[src/sv/ffpa_pkg.sv]
`timescale 1ns / 1ps
// Shared types, constants and helpers for the first-fit page allocator.
// No dependencies; used by ffpa_eval, the top level and the testbench.
package ffpa_pkg;

  localparam int MAX_RUNS = 64;
  localparam int IDX_W    = $clog2(MAX_RUNS);
  localparam int CNT_W    = $clog2(MAX_RUNS + 1);
  localparam int PAGE_W   = 16;
  localparam int LEN_W    = 17;
  localparam int ENTRY_W  = PAGE_W + LEN_W;

  localparam logic [1:0] KIND_ADD   = 2'd0;
  localparam logic [1:0] KIND_ALLOC = 2'd1;
  localparam logic [1:0] KIND_FREE  = 2'd2;

  localparam logic [1:0] ST_OK     = 2'd0;
  localparam logic [1:0] ST_NOFIT  = 2'd1;
  localparam logic [1:0] ST_FULL   = 2'd2;

  typedef struct packed {
    logic [1:0]        kind;
    logic [PAGE_W-1:0] base_page;
    logic [LEN_W-1:0]  page_count;
  } in_t;

  typedef struct packed {
    logic [1:0]        status;
    logic [PAGE_W-1:0] alloc_page;
    logic [LEN_W-1:0]  free_pages;
  } out_t;

  typedef struct packed {
    logic [PAGE_W-1:0] start;
    logic [LEN_W-1:0]  len;
  } entry_t;

  // per-entry verdict of the scan unit
  typedef struct packed {
    logic              keep;
    entry_t            wr;
    logic              hit;
    logic [PAGE_W-1:0] ms;
    logic [LEN_W-1:0]  ml;
  } eval_t;

  function automatic logic [LEN_W-1:0] sat_add(input logic [LEN_W-1:0] a,
                                               input logic [LEN_W-1:0] b);
    logic [LEN_W:0] s;
    s = {1'b0, a} + {1'b0, b};
    return s[LEN_W] ? {LEN_W{1'b1}} : s[LEN_W-1:0];
  endfunction

endpackage

[src/sv/ffpa_ram.sv]
`timescale 1ns / 1ps
// Generic simple dual-port RAM: one write port, one read port, registered read.
// No dependencies.
module ffpa_ram #(
  parameter int WIDTH = 8,
  parameter int DEPTH = 16
) (
  input  logic                     clk,
  input  logic                     we,
  input  logic [$clog2(DEPTH)-1:0] waddr,
  input  logic [WIDTH-1:0]         wdata,
  input  logic [$clog2(DEPTH)-1:0] raddr,
  output logic [WIDTH-1:0]         rdata
);

  logic [WIDTH-1:0] mem [DEPTH];

  always_ff @(posedge clk) begin
    if (we) begin
      mem[waddr] <= wdata;
    end
    rdata <= mem[raddr];
  end

endmodule

[src/sv/ffpa_eval.sv]
`timescale 1ns / 1ps
// Shared per-entry unit: fit test and front shrink for allocate,
// adjacency test and merge for free. Uses ffpa_pkg.
module ffpa_eval (
  input  logic [1:0]                  kind,
  input  logic                        found,
  input  logic [ffpa_pkg::LEN_W-1:0]  cnt,
  input  logic [ffpa_pkg::PAGE_W-1:0] ms,
  input  logic [ffpa_pkg::LEN_W-1:0]  ml,
  input  ffpa_pkg::entry_t            ent,
  output ffpa_pkg::eval_t             res
);

  logic [ffpa_pkg::LEN_W:0] end_m;
  logic [ffpa_pkg::LEN_W:0] end_e;
  logic [ffpa_pkg::LEN_W-1:0] ml_sum;

  always_comb begin
    end_m  = {2'b00, ms} + {1'b0, ml};
    end_e  = {2'b00, ent.start} + {1'b0, ent.len};
    ml_sum = ffpa_pkg::sat_add(ml, ent.len);
    res.keep = 1'b1;
    res.wr   = ent;
    res.hit  = 1'b0;
    res.ms   = ms;
    res.ml   = ml;
    if (kind == ffpa_pkg::KIND_ALLOC) begin
      if (!found && (ent.len >= cnt)) begin
        res.hit      = 1'b1;
        res.keep     = (ent.len != cnt);
        res.wr.start = ent.start + cnt[ffpa_pkg::PAGE_W-1:0];
        res.wr.len   = ent.len - cnt;
      end
    end else if (kind == ffpa_pkg::KIND_FREE) begin
      if (end_m == {2'b00, ent.start}) begin
        res.keep = 1'b0;
        res.ml   = ml_sum;
      end else if (end_e == {2'b00, ms}) begin
        res.keep = 1'b0;
        res.ml   = ml_sum;
        res.ms   = ent.start;
      end
    end
  end

endmodule

[src/sv/first_fit_page_allocator.sv]
`timescale 1ns / 1ps
// First-fit page allocator top level: sequencer, run table RAM and totals.
// Uses ffpa_pkg, ffpa_ram and ffpa_eval.
//
// Usage:
//   Drive in_item and raise start; the transaction is taken at a rising edge
//   where start is high and busy is low. busy stays high until the result
//   has been produced. Each transaction gives exactly one result, shown on
//   out_item for one cycle with out_strobe high; the receiver cannot stall.
//   Allocate and free stream the run table through the compare/merge unit
//   one entry per cycle behind the registered RAM read, and write survivors
//   back compacted in the same pass. Add-region, an allocate larger than the
//   free total, an unknown kind and any transaction on an empty table skip
//   the scan and go straight to the result.
//   A new transaction can be taken in the cycle the result is shown.
//   Throughput is set by the single table read port feeding the shared
//   evaluation unit.
//   Reset (rst_n low, synchronous) empties the table and zeroes the free
//   total; table contents need no clearing.
module first_fit_page_allocator (
  input  logic             clk,
  input  logic             rst_n,
  input  logic             start,
  output logic             busy,
  input  ffpa_pkg::in_t    in_item,
  output logic             out_strobe,
  output ffpa_pkg::out_t   out_item
);

  localparam logic [1:0] S_IDLE = 2'd0;
  localparam logic [1:0] S_SCAN = 2'd1;
  localparam logic [1:0] S_FIN  = 2'd2;

  logic [1:0]                    state_r, state_nxt;
  logic [1:0]                    kind_r, kind_nxt;
  logic [ffpa_pkg::LEN_W-1:0]    cnt_r, cnt_nxt;
  logic [ffpa_pkg::PAGE_W-1:0]   ms_r, ms_nxt;
  logic [ffpa_pkg::LEN_W-1:0]    ml_r, ml_nxt;
  logic [ffpa_pkg::CNT_W-1:0]    rd_idx_r, rd_idx_nxt;
  logic [ffpa_pkg::CNT_W-1:0]    wr_idx_r, wr_idx_nxt;
  logic                          pv_r, pv_nxt;
  logic                          found_r, found_nxt;
  logic [ffpa_pkg::PAGE_W-1:0]   page_r, page_nxt;
  logic [ffpa_pkg::CNT_W-1:0]    run_count_r, run_count_nxt;
  logic [ffpa_pkg::LEN_W-1:0]    free_total_r, free_total_nxt;
  logic                          out_strobe_r, out_strobe_nxt;
  ffpa_pkg::out_t                out_r, out_nxt;

  logic                          ram_we;
  logic [ffpa_pkg::IDX_W-1:0]    ram_waddr;
  ffpa_pkg::entry_t              ram_wdata;
  ffpa_pkg::entry_t              ram_rdata;
  ffpa_pkg::eval_t               ev;
  logic                          issue;
  logic                          table_full;

  ffpa_ram #(
    .WIDTH(ffpa_pkg::ENTRY_W),
    .DEPTH(ffpa_pkg::MAX_RUNS)
  ) u_table (
    .clk  (clk),
    .we   (ram_we),
    .waddr(ram_waddr),
    .wdata(ram_wdata),
    .raddr(rd_idx_r[ffpa_pkg::IDX_W-1:0]),
    .rdata(ram_rdata)
  );

  ffpa_eval u_eval (
    .kind (kind_r),
    .found(found_r),
    .cnt  (cnt_r),
    .ms   (ms_r),
    .ml   (ml_r),
    .ent  (ram_rdata),
    .res  (ev)
  );

  assign busy       = (state_r != S_IDLE);
  assign out_strobe = out_strobe_r;
  assign out_item   = out_r;
  assign table_full = (run_count_r >= ffpa_pkg::CNT_W'(ffpa_pkg::MAX_RUNS));
  assign issue      = (state_r == S_SCAN) && (rd_idx_r < run_count_r);

  always_comb begin
    state_nxt      = state_r;
    kind_nxt       = kind_r;
    cnt_nxt        = cnt_r;
    ms_nxt         = ms_r;
    ml_nxt         = ml_r;
    rd_idx_nxt     = rd_idx_r;
    wr_idx_nxt     = wr_idx_r;
    pv_nxt         = 1'b0;
    found_nxt      = found_r;
    page_nxt       = page_r;
    run_count_nxt  = run_count_r;
    free_total_nxt = free_total_r;
    out_strobe_nxt = 1'b0;
    out_nxt        = out_r;
    ram_we         = 1'b0;
    ram_waddr      = wr_idx_r[ffpa_pkg::IDX_W-1:0];
    ram_wdata      = ev.wr;

    unique case (state_r)
      S_IDLE: begin
        if (start) begin
          kind_nxt   = in_item.kind;
          cnt_nxt    = in_item.page_count;
          ms_nxt     = in_item.base_page;
          ml_nxt     = in_item.page_count;
          rd_idx_nxt = '0;
          wr_idx_nxt = '0;
          found_nxt  = 1'b0;
          page_nxt   = '0;
          state_nxt  = S_FIN;
          if ((run_count_r != '0) &&
              (((in_item.kind == ffpa_pkg::KIND_ALLOC) &&
                (in_item.page_count <= free_total_r)) ||
               (in_item.kind == ffpa_pkg::KIND_FREE))) begin
            state_nxt = S_SCAN;
          end
        end
      end
      S_SCAN: begin
        if (issue) begin
          rd_idx_nxt = rd_idx_r + ffpa_pkg::CNT_W'(1);
        end
        pv_nxt = issue;
        if (pv_r) begin
          ms_nxt = ev.ms;
          ml_nxt = ev.ml;
          if (ev.keep) begin
            ram_we     = 1'b1;
            wr_idx_nxt = wr_idx_r + ffpa_pkg::CNT_W'(1);
          end
          if (ev.hit) begin
            found_nxt = 1'b1;
            page_nxt  = ram_rdata.start;
          end
        end
        if (!issue && !pv_r) begin
          state_nxt = S_FIN;
        end
      end
      S_FIN: begin
        out_nxt.status     = ffpa_pkg::ST_NOFIT;
        out_nxt.alloc_page = '0;
        case (kind_r)
          ffpa_pkg::KIND_ADD: begin
            if (table_full) begin
              out_nxt.status = ffpa_pkg::ST_FULL;
            end else begin
              ram_we         = 1'b1;
              ram_waddr      = run_count_r[ffpa_pkg::IDX_W-1:0];
              ram_wdata      = '{start: ms_r, len: cnt_r};
              run_count_nxt  = run_count_r + ffpa_pkg::CNT_W'(1);
              free_total_nxt = ffpa_pkg::sat_add(free_total_r, cnt_r);
              out_nxt.status = ffpa_pkg::ST_OK;
            end
          end
          ffpa_pkg::KIND_ALLOC: begin
            if (found_r) begin
              run_count_nxt      = wr_idx_r;
              free_total_nxt     = free_total_r - cnt_r;
              out_nxt.status     = ffpa_pkg::ST_OK;
              out_nxt.alloc_page = page_r;
            end
          end
          ffpa_pkg::KIND_FREE: begin
            if (wr_idx_r >= ffpa_pkg::CNT_W'(ffpa_pkg::MAX_RUNS)) begin
              out_nxt.status = ffpa_pkg::ST_FULL;
            end else begin
              ram_we         = 1'b1;
              ram_wdata      = '{start: ms_r, len: ml_r};
              run_count_nxt  = wr_idx_r + ffpa_pkg::CNT_W'(1);
              free_total_nxt = ffpa_pkg::sat_add(free_total_r, cnt_r);
              out_nxt.status = ffpa_pkg::ST_OK;
            end
          end
          default: begin
          end
        endcase
        out_nxt.free_pages = free_total_nxt;
        out_strobe_nxt     = 1'b1;
        state_nxt          = S_IDLE;
      end
      default: begin
        state_nxt = S_IDLE;
      end
    endcase
  end

  always_ff @(posedge clk) begin
    if (!rst_n) begin
      state_r      <= S_IDLE;
      pv_r         <= 1'b0;
      found_r      <= 1'b0;
      run_count_r  <= '0;
      free_total_r <= '0;
      out_strobe_r <= 1'b0;
      rd_idx_r     <= '0;
      wr_idx_r     <= '0;
    end else begin
      state_r      <= state_nxt;
      pv_r         <= pv_nxt;
      found_r      <= found_nxt;
      run_count_r  <= run_count_nxt;
      free_total_r <= free_total_nxt;
      out_strobe_r <= out_strobe_nxt;
      rd_idx_r     <= rd_idx_nxt;
      wr_idx_r     <= wr_idx_nxt;
    end
  end

  always_ff @(posedge clk) begin
    kind_r <= kind_nxt;
    cnt_r  <= cnt_nxt;
    ms_r   <= ms_nxt;
    ml_r   <= ml_nxt;
    page_r <= page_nxt;
    out_r  <= out_nxt;
  end

endmodule

[config.mk]
export PLATFORM = sky130hd
export DESIGN_NAME = first_fit_page_allocator
export DESIGN_NICKNAME = d
export VERILOG_FILES = /design/src/sv/ffpa_pkg.sv /design/src/sv/ffpa_ram.sv /design/src/sv/ffpa_eval.sv /design/src/sv/first_fit_page_allocator.sv
export SDC_FILE = /design/constraint.sdc
export NUM_CORES = 2
export LEC_CHECK = 0
export ABC_CLOCK_PERIOD_IN_PS = 11900
export BUFFER_PORTS_ARGS = -buffer_cell sky130_fd_sc_hd__buf_2
export CORE_UTILIZATION = 65
export CTS_BUF_LIST = sky130_fd_sc_hd__clkbuf_4
export CTS_CLUSTER_SIZE = 24
export DETAILED_ROUTE_END_ITERATION = 6
export PLACE_DENSITY_LB_ADDON = 0.3
export SETUP_SLACK_MARGIN = 0.2
export SLEW_MARGIN = 0
export SYNTH_ARGS = -nofsm -noshare
export SYNTH_HDL_FRONTEND = slang
export SYNTH_SLANG_ARGS = --single-unit
[constraint.sdc]
create_clock -name clk -period 11.9 [get_ports clk]
set_input_delay 2.975 -clock clk [delete_from_list [all_inputs] [get_ports clk]]
set_output_delay 2.975 -clock clk [all_outputs]
set_load 0.01 [all_outputs]
==> results.ini <==
[clock_network]
clock_sinks = 2291
cts_htree_levels = 6
postCtsSetupBuffers = 0
cts_resized = 0
numCtsBuffers = 573
clk_latency_ns = 1.33
tritoncts = built
ctsHoldBuffers = 0
path_clk_slew_ns = 0.07
ctsRootBufferMaster = clkbuf_4
cts_max_path_buffers = 4

[cells_and_area]
drive_gt1_share_pct = 34.0
stdcell_count = 7561
nets = 5463
final_common_cell = edfxtp_1
finalInstanceArea_um2 = 106000
layout_common_cells = edfxtp_1 (2215), clkbuf_4 (800), mux4_2 (693)
area_delta_synth_final_pct = 11.6

[worst_setup_path]
crit_chain = inv_1, ha_1, nor2b_1, o31ai_1, a211oi_1, o21ai_0, a21o_1, o21ai_0, o21ai_4, buf_4, mux2i_1, o22ai_4, buf_4
cp_slowest_stage_delay_ns = 0.64
cp.arrival_ns = 6.31
critPathSlowestCell = edfxtp_1
startpoint_type = flop
required_ns = 12.88
path_buf_inv = 3
worstPathMaxFanout = 48
end_kind = flop
path_delay_family = compound AO/OA/AOI/OAI gates
critPathKind = reg2reg

[detailed_routing]
avgViaCountPerCell = 6.98
first_pass_iters = 7
routed_wl_um = 248000
wl_per_cell_um = 32.8
ant_nets = 0
drt_iter0_markers = 6953
num_vias = 52800
drc_errors = 24

[outcome]
status = complete, but fails checks
violations = DRC

[yosys]
synth_edf_count = 2215
yosys_warnings = 0
avgSynthCellArea_um2 = 20.1
yosysSeqAreaShare_pct = 71.9
synth_ff_type = edfxtp_1
synthesis.area_um2 = 94700
synth.distinct_cells = 79
syn_inst = 4704
ys_ff_latch = 2291
postSynth.asyncResetShare_pct = 0
synth.net_count = 4898

[grt]
grt_pass1_wl_um = 358000
grt_use_met2_pct = 55.0
grt_max_degree = 130
grt_antenna_before_repair = 25
use_met3_pct = 8.83
grt_pass1_vias = 53600
use_met1_pct = 44.9
busiest_layer = met2
grt_usage_pct = 34.3
overflow = 0

[power]
p_sw_mw = 4.97
internal_power_mw = 13.7
combPwrFrac_pct = 13.3
ir_drop_uv = 150
power.leakage_nw = 33.9
clkPwrFrac_pct = 34.8
switching_share_pct = 26.6
power_frac_seq_pct = 52.0
powerDensity_nw_per_um2 = 177

[floorplan]
start_util_pct = 65.8
die_x_um = 384
fp.dieH_um = 384
io_pins = 75
fp-row-count = 139
design.core.area_um2 = 144000
dieArea_um2 = 147000

[place]
placed_area_um2 = 98600
routabilityCongestion = 0.969
portBuffers = 74
dp_hpwl_um = 148000
dp.cells = 6597

[timing]
max_freq_mhz = 187
worst_pin_slew_ns = 1.30
fin_tns_setup_ns = 0
setup_viol = 0
period_share_pct = 44.8
slew_violations = 0
rsz0062_at_grt = no
fin_crit_ns = 5.33
hold_viol = 0
fin_skew_ns = 0.103
maxSlewHeadroom_pct = 13.6

[run]
drv_cap = 0

[worst_hold_path]
holdCritPathClass = reg2reg

Yosys cell counts, types with 9 or more instances:
| master | n | area share, % |
|---|---|---|
| and2_1 | 24 | 0.16 |
| a31oi_1 | 40 | 0.26 |
| buf_1 | 55 | 0.22 |
| or4_1 | 9 | 0.071 |
| nand2_1 | 85 | 0.34 |
| and3_1 | 30 | 0.20 |
| o31ai_1 | 15 | 0.12 |
| o221ai_1 | 11 | 0.10 |
| o41ai_1 | 10 | 0.092 |
| and4_1 | 9 | 0.083 |
| nor2_1 | 117 | 0.46 |
| a211oi_1 | 23 | 0.18 |
| or2_2 | 13 | 0.086 |
| ha_1 | 149 | 2.0 |
| o21bai_1 | 13 | 0.10 |
| a21oi_1 | 126 | 0.67 |
| inv_1 | 101 | 0.40 |
| xnor2_1 | 53 | 0.49 |
| nor2b_1 | 14 | 0.092 |
| o22ai_1 | 25 | 0.17 |
| clkbuf_1 | 173 | 0.69 |
| xor2_1 | 37 | 0.34 |
| mux4_2 | 693 | 16 |
| o21a_1 | 25 | 0.20 |
| edfxtp_1 | 2215 | 70 |
| nor3_1 | 66 | 0.35 |
| nand4_1 | 13 | 0.086 |
| nand3_1 | 41 | 0.22 |
| a22oi_1 | 19 | 0.15 |
| nand2b_1 | 25 | 0.17 |
| o21ai_0 | 102 | 0.54 |
| or3_1 | 23 | 0.15 |
| a21o_1 | 53 | 0.42 |
| nor4_1 | 38 | 0.25 |
| mux2i_1 | 32 | 0.34 |
| o211ai_1 | 22 | 0.17 |
| dfxtp_1 | 76 | 1.6 |
layer usage:
metal / up-vias / wire length (µm)
met1: 26800 / 86300
li1: 21300 / -
met3: 714 / 27900
met5: - / 204
met2: 3904 / 123000
met4: 24 / 11000
metrics by stage:
| step | util, % | power, mW | hold WS (ns) | worst slack, ns |
|---|---|---|---|---|
| 3_3_place_gp | 68.5 | 12.2 | 0.481 | 6.22 |
| 6_report | 73.4 | 18.7 | 0.512 | 6.57 |
| 3_5_place_dp | 68.5 | 12.3 | 0.489 | 6.27 |
| 2_1_floorplan | - | 11.4 | 0.465 | 5.38 |
| 4_1_cts | 73.4 | 18.7 | 0.504 | 6.59 |
| 5_1_grt | 73.4 | 19.4 | 0.531 | 6.34 |
flip-flops by register name, indices dropped and copies added, names as in the netlist, 16 cells and up:
name,count
free_total_r,17
out_item,35
u_table.mem,2112
ms_r,16
ml_r,17
page_r,16
cnt_r,17
u_table.rdata,33
power groups by stage:
stage	clock network (mW)	logic, mW	registers (mW)
6_report	6.51	2.49	9.72
5_1_grt	7.01	2.63	9.72
4_1_cts	6.61	2.42	9.72
3_5_place_dp	0	2.41	9.89
3_3_place_gp	0	2.33	9.88
2_1_floorplan	0	1.42	9.93
area by class of cell:
type	count	area (µm²)
multi-input cells	2071	26200
well taps	1903	2380
clock inverters	152	1050
fillers	8113	38300
repair buffers	230	1600
clock buffers	800	6010
inverters	102	383
flip-flops and latches	2291	68100
diodes	12	30.0
final timing paths:
kind	to	slack (ns)	cells after the start	from
max	u_table.mem[57][9]	6.57	13	cnt_r[1]
min	free_total_r[10]	0.51	2	free_total_r[10]
max reg2reg	u_table.mem[57][9]	6.57	13	cnt_r[1]
min reg2reg	free_total_r[10]	0.51	2	free_total_r[10]
worst register-to-register path, stage by stage (launching register included):
cell and delay, ns:
edfxtp_1 0.64, inv_1 0.30, ha_1 0.38, nor2b_1 0.15, o31ai_1 0.38, a211oi_1 0.16
o21ai_0 0.32, a21o_1 0.17, o21ai_0 0.22, o21ai_4 0.44, buf_4 0.51, mux2i_1 0.21
o22ai_4 0.56, buf_4 0.58
kinds of logic after synthesis:
| family | Yosys count | share of synthesized area [%] |
|---|---|---|
| AO/OA/AOI/OAI | 573 | 4.07 |
| flip-flops | 2291 | 71.9 |
| multiplexers | 726 | 16.8 |
| XOR/XNOR | 91 | 0.850 |
| AND/OR/NAND/NOR | 525 | 2.88 |
| buffers and inverters | 342 | 1.40 |
| adder cells (fa/ha/maj) | 156 | 2.12 |
Power figures use the tool's default switching activity.
